## src/hdl/lts_pkg.sv

```systemverilog
// shared types and constants for the linear trend slope block
// used by lts_ctrl, lts_datapath and linear_trend_slope; no dependencies
package lts_pkg;

	localparam int MAX_WINDOW    = 1024;
	localparam int SAMPLE_BITS   = 24;
	localparam int SLOPE_BITS    = 40;
	localparam int FRAC_BITS     = 16;
	localparam int CFG_BITS      = 11;
	localparam int WINDOW_RESET  = 8;

	typedef enum logic [2:0] {
		ST_IDLE,
		ST_ABS,
		ST_SCALE,
		ST_DIV,
		ST_DONE
	} state_t;

	typedef struct packed {
		logic accept;
		logic cfg_wr;
		logic abs_ld;
		logic scale_ld;
		logic div_step;
		logic out_ld;
	} cmd_t;

	typedef struct packed {
		logic row_end;
		logic n_one;
		logic div_last;
		logic out_free;
	} status_t;

endpackage

```

## src/hdl/lts_ctrl.sv

```systemverilog
// controller state machine for the linear trend slope block
// sequences accumulate, magnitude, scale, divide and output; uses lts_pkg
module lts_ctrl (
	input  logic              clk,
	input  logic              arst_n,
	input  logic              sample_valid,
	output logic              sample_stall,
	input  logic              cfg_valid,
	output logic              cfg_ready,
	input  lts_pkg::status_t  status,
	output lts_pkg::cmd_t     cmd
);

	lts_pkg::state_t state_q;
	lts_pkg::state_t state_d;

	always_ff @(posedge clk or negedge arst_n) begin
		if (!arst_n) begin
			state_q <= lts_pkg::ST_IDLE;
		end else begin
			state_q <= state_d;
		end
	end

	always_comb begin
		state_d = state_q;
		case (state_q)
			lts_pkg::ST_IDLE: begin
				// config write wins over a sample in the same cycle
				if (sample_valid && !cfg_valid) begin
					if (status.n_one) begin
						state_d = lts_pkg::ST_DONE;
					end else if (status.row_end) begin
						state_d = lts_pkg::ST_ABS;
					end
				end
			end
			lts_pkg::ST_ABS:   state_d = lts_pkg::ST_SCALE;
			lts_pkg::ST_SCALE: state_d = lts_pkg::ST_DIV;
			lts_pkg::ST_DIV: begin
				if (status.div_last) begin
					state_d = lts_pkg::ST_DONE;
				end
			end
			lts_pkg::ST_DONE: begin
				if (status.out_free) begin
					state_d = lts_pkg::ST_IDLE;
				end
			end
			default: state_d = lts_pkg::ST_IDLE;
		endcase
	end

	always_comb begin
		cmd          = '0;
		sample_stall = 1'b1;
		cfg_ready    = 1'b0;
		case (state_q)
			lts_pkg::ST_IDLE: begin
				sample_stall = cfg_valid;
				cfg_ready    = 1'b1;
				cmd.cfg_wr   = cfg_valid;
				cmd.accept   = sample_valid && !cfg_valid;
			end
			lts_pkg::ST_ABS:   cmd.abs_ld   = 1'b1;
			lts_pkg::ST_SCALE: cmd.scale_ld = 1'b1;
			lts_pkg::ST_DIV:   cmd.div_step = 1'b1;
			lts_pkg::ST_DONE:  cmd.out_ld   = status.out_free;
			default: cmd = '0;
		endcase
	end

endmodule

```

## src/hdl/lts_datapath.sv

```systemverilog
// datapath for the linear trend slope block: position counter, weighted
// accumulator, restoring divider and saturating output word; uses lts_pkg
module lts_datapath #(
	parameter int MAX_WINDOW  = lts_pkg::MAX_WINDOW,
	parameter int SAMPLE_BITS = lts_pkg::SAMPLE_BITS
) (
	input  logic                                  clk,
	input  logic                                  arst_n,
	input  lts_pkg::cmd_t                         cmd,
	output lts_pkg::status_t                      status,
	input  logic [lts_pkg::CFG_BITS-1:0]          window_length,
	input  logic signed [SAMPLE_BITS-1:0]         sample,
	input  logic                                  slope_stall,
	output logic                                  slope_valid,
	output logic signed [lts_pkg::SLOPE_BITS-1:0] slope
);

	localparam int AW      = (MAX_WINDOW > 1) ? $clog2(MAX_WINDOW) : 1;
	localparam int NW      = $clog2(MAX_WINDOW + 1);
	localparam int WW      = AW + 2;
	localparam int PW      = WW + SAMPLE_BITS;
	localparam int ACC_W   = 2 * AW + SAMPLE_BITS + 2;
	localparam int MAG_W   = ACC_W + 3;
	localparam int SH      = lts_pkg::FRAC_BITS + 1;
	localparam int NUM_W   = MAG_W + SH;
	localparam int DW      = 3 * NW;
	localparam int OW      = lts_pkg::SLOPE_BITS;
	localparam int QW      = OW + 1;
	localparam int CW      = $clog2(NUM_W);
	localparam int N_RESET = (lts_pkg::WINDOW_RESET > MAX_WINDOW) ?
		MAX_WINDOW : lts_pkg::WINDOW_RESET;

	logic [NW-1:0]           n_q;
	logic [NW-1:0]           n_d;
	logic [NW-1:0]           nm1;
	logic [AW-1:0]           pos_q;
	logic signed [ACC_W-1:0] acc_q;
	logic [2*NW-1:0]         nsq_q;
	logic [DW-1:0]           d_q;
	logic                    neg_q;
	logic [ACC_W-1:0]        amag_q;
	logic [NUM_W-1:0]        num_q;
	logic [DW-1:0]           rem_q;
	logic [QW-1:0]           quo_q;
	logic                    big_q;
	logic [CW-1:0]           cnt_q;
	logic                    slope_valid_q;
	logic [OW-1:0]           slope_q;

	logic signed [WW-1:0]    w;
	logic signed [PW-1:0]    prod;
	logic signed [ACC_W-1:0] acc_sum;
	logic [SAMPLE_BITS-1:0]  x_abs;
	logic [63:0]             one_mag;
	logic [ACC_W-1:0]        acc_abs;
	logic [MAG_W-1:0]        mag6;
	logic [DW:0]             trial;
	logic [DW:0]             diff;
	logic                    ge;
	logic [QW:0]             rnd;
	logic [QW-1:0]           rmag;
	logic [QW-1:0]           lim;
	logic [OW-1:0]           packed_w;

	// window length zero reads as one, above the maximum as the maximum
	always_comb begin
		if (window_length == '0) begin
			n_d = NW'(1);
		end else if (32'(window_length) > 32'(MAX_WINDOW)) begin
			n_d = NW'(MAX_WINDOW);
		end else begin
			n_d = NW'(window_length);
		end
	end

	assign nm1 = n_q - NW'(1);

	// weight of this point: 2t - (N-1)
	assign w       = $signed({1'b0, pos_q, 1'b0}) - $signed({{(WW-NW){1'b0}}, nm1});
	assign prod    = PW'(w) * PW'(sample);
	assign acc_sum = acc_q + ACC_W'(prod);

	assign x_abs   = sample[SAMPLE_BITS-1] ? $unsigned(-sample) : $unsigned(sample);
	assign one_mag = 64'(x_abs) << lts_pkg::FRAC_BITS;
	assign acc_abs = acc_q[ACC_W-1] ? $unsigned(-acc_q) : $unsigned(acc_q);
	assign mag6    = MAG_W'({amag_q, 2'b00}) + MAG_W'({amag_q, 1'b0});

	assign trial = {rem_q, num_q[NUM_W-1]};
	assign diff  = trial - {1'b0, d_q};
	assign ge    = trial >= {1'b0, d_q};

	// quotient carries one extra bit; add one and halve to round the magnitude half up
	assign rnd  = {1'b0, quo_q} + (QW+1)'(1);
	assign rmag = rnd[QW:1];
	assign lim  = QW'(1) << (OW - 1);

	always_comb begin
		if (neg_q) begin
			if (big_q || rmag > lim) begin
				packed_w = {1'b1, {(OW-1){1'b0}}};
			end else begin
				packed_w = -rmag[OW-1:0];
			end
		end else begin
			if (big_q || rmag >= lim) begin
				packed_w = {1'b0, {(OW-1){1'b1}}};
			end else begin
				packed_w = rmag[OW-1:0];
			end
		end
	end

	always_ff @(posedge clk or negedge arst_n) begin
		if (!arst_n) begin
			n_q           <= NW'(N_RESET);
			pos_q         <= '0;
			acc_q         <= '0;
			slope_valid_q <= 1'b0;
		end else begin
			if (cmd.cfg_wr) begin
				n_q   <= n_d;
				pos_q <= '0;
				acc_q <= '0;
			end else if (cmd.accept && !status.n_one) begin
				acc_q <= acc_sum;
				pos_q <= status.row_end ? '0 : pos_q + AW'(1);
			end else if (cmd.abs_ld) begin
				acc_q <= '0;
			end
			if (cmd.out_ld) begin
				slope_valid_q <= 1'b1;
			end else if (!slope_stall) begin
				slope_valid_q <= 1'b0;
			end
		end
	end

	always_ff @(posedge clk) begin
		nsq_q <= (2*NW)'(n_q) * (2*NW)'(n_q);
		d_q   <= DW'(n_q) * DW'(nsq_q - (2*NW)'(1));
		if (cmd.accept && status.n_one) begin
			neg_q <= sample[SAMPLE_BITS-1];
			quo_q <= {one_mag[OW-1:0], 1'b0};
			big_q <= |one_mag[63:OW];
		end
		if (cmd.abs_ld) begin
			neg_q  <= acc_q[ACC_W-1];
			amag_q <= acc_abs;
		end
		if (cmd.scale_ld) begin
			num_q <= {mag6, {SH{1'b0}}};
			rem_q <= '0;
			quo_q <= '0;
			big_q <= 1'b0;
			cnt_q <= CW'(NUM_W - 1);
		end
		if (cmd.div_step) begin
			rem_q <= ge ? diff[DW-1:0] : trial[DW-1:0];
			num_q <= {num_q[NUM_W-2:0], 1'b0};
			quo_q <= {quo_q[QW-2:0], ge};
			big_q <= big_q | quo_q[QW-1];
			cnt_q <= cnt_q - CW'(1);
		end
		if (cmd.out_ld) begin
			slope_q <= packed_w;
		end
	end

	assign status.row_end  = (pos_q == nm1[AW-1:0]);
	assign status.n_one    = (n_q == NW'(1));
	assign status.div_last = (cnt_q == '0);
	assign status.out_free = !slope_valid_q || !slope_stall;

	assign slope_valid = slope_valid_q;
	assign slope       = $signed(slope_q);

	a_pos_in_row: assert property (@(posedge clk) disable iff (!arst_n)
		NW'(pos_q) < n_q)
		else $error("position counter left the row");

	a_rem_below_div: assert property (@(posedge clk) disable iff (!arst_n)
		cmd.div_step |=> rem_q < d_q)
		else $error("divider remainder not below divisor");

	a_acc_cleared: assert property (@(posedge clk) disable iff (!arst_n)
		cmd.abs_ld |=> acc_q == '0 && pos_q == '0)
		else $error("row state not cleared after row end");

	a_out_loaded: assert property (@(posedge clk) disable iff (!arst_n)
		cmd.out_ld |=> slope_valid)
		else $error("finished slope not presented");

endmodule

```

## src/hdl/linear_trend_slope.sv

```systemverilog
// one sample per cycle inside a row unless a config write stalls it; the row end
//   sample then steps the controller through ST_ABS, ST_SCALE, ST_DIV and ST_DONE,
//   stalling samples; window length one sends each sample straight to ST_DONE
// the restoring divider takes one quotient bit per cycle over NUM_W bits, where
//   NUM_W = 2*clog2(MAX_WINDOW) + SAMPLE_BITS + 22 (66 at defaults)
// reset: position and accumulator cleared, window length 8, no word pending
module linear_trend_slope #(
	parameter int MAX_WINDOW  = lts_pkg::MAX_WINDOW,
	parameter int SAMPLE_BITS = lts_pkg::SAMPLE_BITS
) (
	input  logic                                  clk,
	input  logic                                  arst_n,
	input  logic                                  cfg_valid,
	output logic                                  cfg_ready,
	input  logic [lts_pkg::CFG_BITS-1:0]          window_length,
	input  logic                                  sample_valid,
	output logic                                  sample_stall,
	input  logic signed [SAMPLE_BITS-1:0]         sample,
	output logic                                  slope_valid,
	input  logic                                  slope_stall,
	output logic signed [lts_pkg::SLOPE_BITS-1:0] slope
);

	lts_pkg::cmd_t    cmd;
	lts_pkg::status_t status;

	lts_ctrl u_ctrl (
		.clk          (clk),
		.arst_n       (arst_n),
		.sample_valid (sample_valid),
		.sample_stall (sample_stall),
		.cfg_valid    (cfg_valid),
		.cfg_ready    (cfg_ready),
		.status       (status),
		.cmd          (cmd)
	);

	lts_datapath #(
		.MAX_WINDOW  (MAX_WINDOW),
		.SAMPLE_BITS (SAMPLE_BITS)
	) u_datapath (
		.clk           (clk),
		.arst_n        (arst_n),
		.cmd           (cmd),
		.status        (status),
		.window_length (window_length),
		.sample        (sample),
		.slope_stall   (slope_stall),
		.slope_valid   (slope_valid),
		.slope         (slope)
	);

endmodule
```

## config.mk

```make
export PLATFORM = sky130hd
export DESIGN_NAME = linear_trend_slope
export DESIGN_NICKNAME = d
export VERILOG_FILES = /design/src/hdl/lts_pkg.sv /design/src/hdl/lts_ctrl.sv /design/src/hdl/lts_datapath.sv /design/src/hdl/linear_trend_slope.sv
export SDC_FILE = /design/constraint.sdc
export NUM_CORES = 2
export LEC_CHECK = 0
export BUFFER_PORTS_ARGS = -buffer_cell sky130_fd_sc_hd__buf_4
export CAP_MARGIN = 40
export CELL_PAD_IN_SITES_DETAIL_PLACEMENT = 0
export CELL_PAD_IN_SITES_GLOBAL_PLACEMENT = 1
export CORE_ASPECT_RATIO = 0.7
export CORE_MARGIN = 10
export CORE_UTILIZATION = 43
export DETAILED_ROUTE_END_ITERATION = 8
export PLACE_DENSITY = 0.77
export SYNTH_ARGS = -nofsm -noshare
export SYNTH_HDL_FRONTEND = slang
export SYNTH_HIERARCHICAL = 1
export SYNTH_SLANG_ARGS = --single-unit
```

## constraint.sdc

```tcl
create_clock -name clk -period 25.5 [get_ports clk]
set_input_delay 2.55 -clock clk [delete_from_list [all_inputs] [get_ports clk]]
set_output_delay 2.55 -clock clk [all_outputs]
set_load 0.05 [all_outputs]
```

==> metrics.txt <==
Max-cap violations=0; Total GRT Usage=19.0%; clock slew at reported path FFs=60 ps; Synth Area in Compound Gates=11.1%; # resized after CTS=0; mux share of post-synthesis cell area=0.770%; #FFs+latches synth=342; Worst R2R Start=u_datapath/n_q[1]; M2 GR Usage=27.9%; NumNets Final=5,701; met1 usage=29.3%; WS Path Type=flip-flop to flip-flop; asr flop ratio synth=20.8%; share of cells above drive strength 1=5.76%; clk_lat worst skew=610 ps; Die Wd=404 um; Post CTS Setup Buffer Count=0; simple-gate share of the synthesized area=15.7%; Mapped Cells=4,724; status=finished, final reports clean; CTS Hold Bufs=0; Unique masters post-synth=89; Finished Layout Cells=6,093; number of global-route vias before repair=33,100; die area=117,000 um2; Final Hold Fails=0; RSZ-0062 raised after global routing=no; initial antenna violation count=1; Critical Path AT=10,480 ps; Worst R2R Path Depth=36; total number of vias=32,800; TritonCTS Buffers=41; global placement routability congestion=0.848; HPWL after DPL=87,300 um; r2r endpoint=u_datapath/acc_q[45]; r2r setup slk=15,490 ps; Antenna Nets Post-Route=0; EDFF count, synth=217; period utilization=39.2%; total gr overflow=0; Period minus WS final=10,010 ps; CTS tree=done; post-synthesis sequential area ratio=21.1%; Synth Flop Type=edfxtp_1; DRC violations left=0; Die Y=289 um; Hold Path Class=flip-flop to flip-flop; clock buffer depth=3; clk sinks=342; IO buf count=82; 1st-pass router iterations=6; largest family of logic cells by synthesized area=adder cells; H-tree levels=2; crit path capture=u_datapath/acc_q[45]; syn_nets=5,716; vias per cell=5.38; Worst Setup SP=u_datapath/n_q[1]; mean post-synth cell area=9.39 um2; CP Capture Type=flip-flop; DRT Wirelength=109,000 um; Starting Density=43.4%; yosys warns=6; Area growth syn-to-layout=7.74%; CP startpoint kind=flip-flop; Worst Tran Pin Value=958 ps; dominant cell type by area after synthesis=fa_1; Rows=98; I/O pins=83; area fraction of the dominant cell type after synthesis=27.8%; xor/xnor share of the synthesized area=6.60%; CTS Root Cell=clkbuf_16; first-pass GRT wire length=181,000 um; fmax=0.0999 GHz; DP Cell Count=6,015; met3 global-route usage=3.16%; Clock Skews=27.7 ps; Setup TNS Final=0 ps; Critical Path Slowest Stage Cell=fa_1; Post-Synth Adder-Cell Area=37.3%; Mapped Area=44,300 um2; # setup viols final=0; Synth area leaders=fa_1 (28%), edfxtp_1 (15%), ha_1 (9.5%), inv_1 (5.6%), nand2_1 (5.1%); Rel. slew slack=35.9%; CP max stage delay=550 ps; worst-path fanout max=24; largest net degree at the start of global routing=80; wire per inst=17.9 um; core area=102,000 um2; DRT iter0 DRCs=2,403; Pins Over Slew Limit=0; required time of the worst setup path=25,970 ps; global routing's busiest layer=met1
## worst min path at each step
stage	startpoint	end	slack (ps)	depth (start not counted)
2_1_floorplan	u_datapath/n_q[0]	u_datapath/nsq_q[0]	400	0
3_3_place_gp	u_datapath/num_q[52]	u_datapath/num_q[53]	510	2
3_5_place_dp	u_datapath/num_q[39]	u_datapath/num_q[40]	520	1
4_1_cts	u_datapath/num_q[58]	u_datapath/num_q[59]	530	2
5_1_grt	u_datapath/num_q[52]	u_datapath/num_q[53]	550	2
6_report	u_datapath/num_q[58]	u_datapath/num_q[59]	530	2
## layer usage
metal / vias to the layer above / wire length, um / share of wire, %
met5: - / 0 / 0
met4: 0 / 1520 / 1.4
met3: 84 / 6920 / 6.3
met2: 801 / 45400 / 42
met1: 16400 / 55500 / 51
li1: 15500 / - / -
## critical path: cells and delay by family (launching register included)
kind	cells	cell delay [ps]
AOI/OAI and AO/OA	14	4000
xor gates and xnor gates	2	370
adders and majority gates	9	3770
buffers and inverters	7	880
DFF	1	340
muxes	1	110
and+or+nand+nor	3	380
## sequential cells by signal, summed over array words and instances (netlist names), 3 cells and up
| signal | flops |
|---|---|
| u_datapath/slope | 40 |
| u_datapath/amag_q | 46 |
| u_datapath/num_q | 48 |
| u_datapath/pos_q | 10 |
| u_datapath/rem_q | 33 |
| u_datapath/nsq_q | 21 |
| u_datapath/quo_q | 41 |
| u_datapath/cnt_q | 7 |
| u_datapath/d_q | 33 |
| u_datapath/n_q | 11 |
| u_ctrl/state_q | 3 |
| u_datapath/acc_q | 46 |
## placed cells by master, fill, tap and decap left out, types with 161 or more instances in the layout
cell      instances
o21ai_0         194
inv_1           655
edfxtp_1        217
fa_1            616
nand2_1         600
a21oi_1         161
xnor2_1         205
and2_1          207
ha_1            336
nor2_1          239
## cells in the mapped netlist (all sizes together), types with 12 or more instances
master / instances
edfxtp: 217
inv: 658
buf: 25
o21a: 23
clkbuf: 178
a221oi: 16
or4: 22
nor2: 241
nand2b: 39
and2: 208
nand4: 30
xnor2: 212
o21ai: 199
nor4: 19
o211ai: 20
and3: 34
dfxtp: 54
and4: 12
o21bai: 24
a21o: 84
mux2i: 24
o41ai: 13
or3: 24
o22ai: 18
a21oi: 161
o31ai: 41
a31oi: 30
nand2: 601
a211oi: 38
nor3: 57
dfrtp: 70
ha: 336
nand3: 72
xor2: 122
fa: 616
nor2b: 41
or2: 12
## cells by family (layout without fill, tap and decap cells)
| group | Yosys count | after routing |
|---|---|---|
| AOI/OAI and AO/OA | 756 | 756 |
| xor gates and xnor gates | 334 | 334 |
| adders and majority gates | 952 | 952 |
| buffers and inverters | 864 | 882 |
| DFF | 342 | 342 |
| muxes | 33 | 33 |
| other | 0 | 1 |
| and+or+nand+nor | 1443 | 1443 |
## metrics by stage
step | util, % | hold WS [ps] | setup slack (ps) | area [um2]
6_report | 46.7 | 528 | 15490 | 47800
5_1_grt | 46.7 | 546 | 14900 | 47800
4_1_cts | 46.7 | 530 | 15580 | 47800
3_5_place_dp | 45.5 | 518 | 15620 | 46500
3_3_place_gp | 45.2 | 509 | 15720 | 46200
2_1_floorplan | - | 397 | 16340 | 44300
## area by class of cell
type	count	area, um2
flip-flops and latches	342	9380
repair buffers	145	1170
well taps	1350	1690
clock inverters	22	176
inverters	661	2480
multi-input cells	3518	31800
clock buffers	54	1100
diodes	1	2.50
fillers	9845	54500
Power is not shown: default switching activity piles up to over one toggle a cycle in this logic, so the estimate is an artifact.
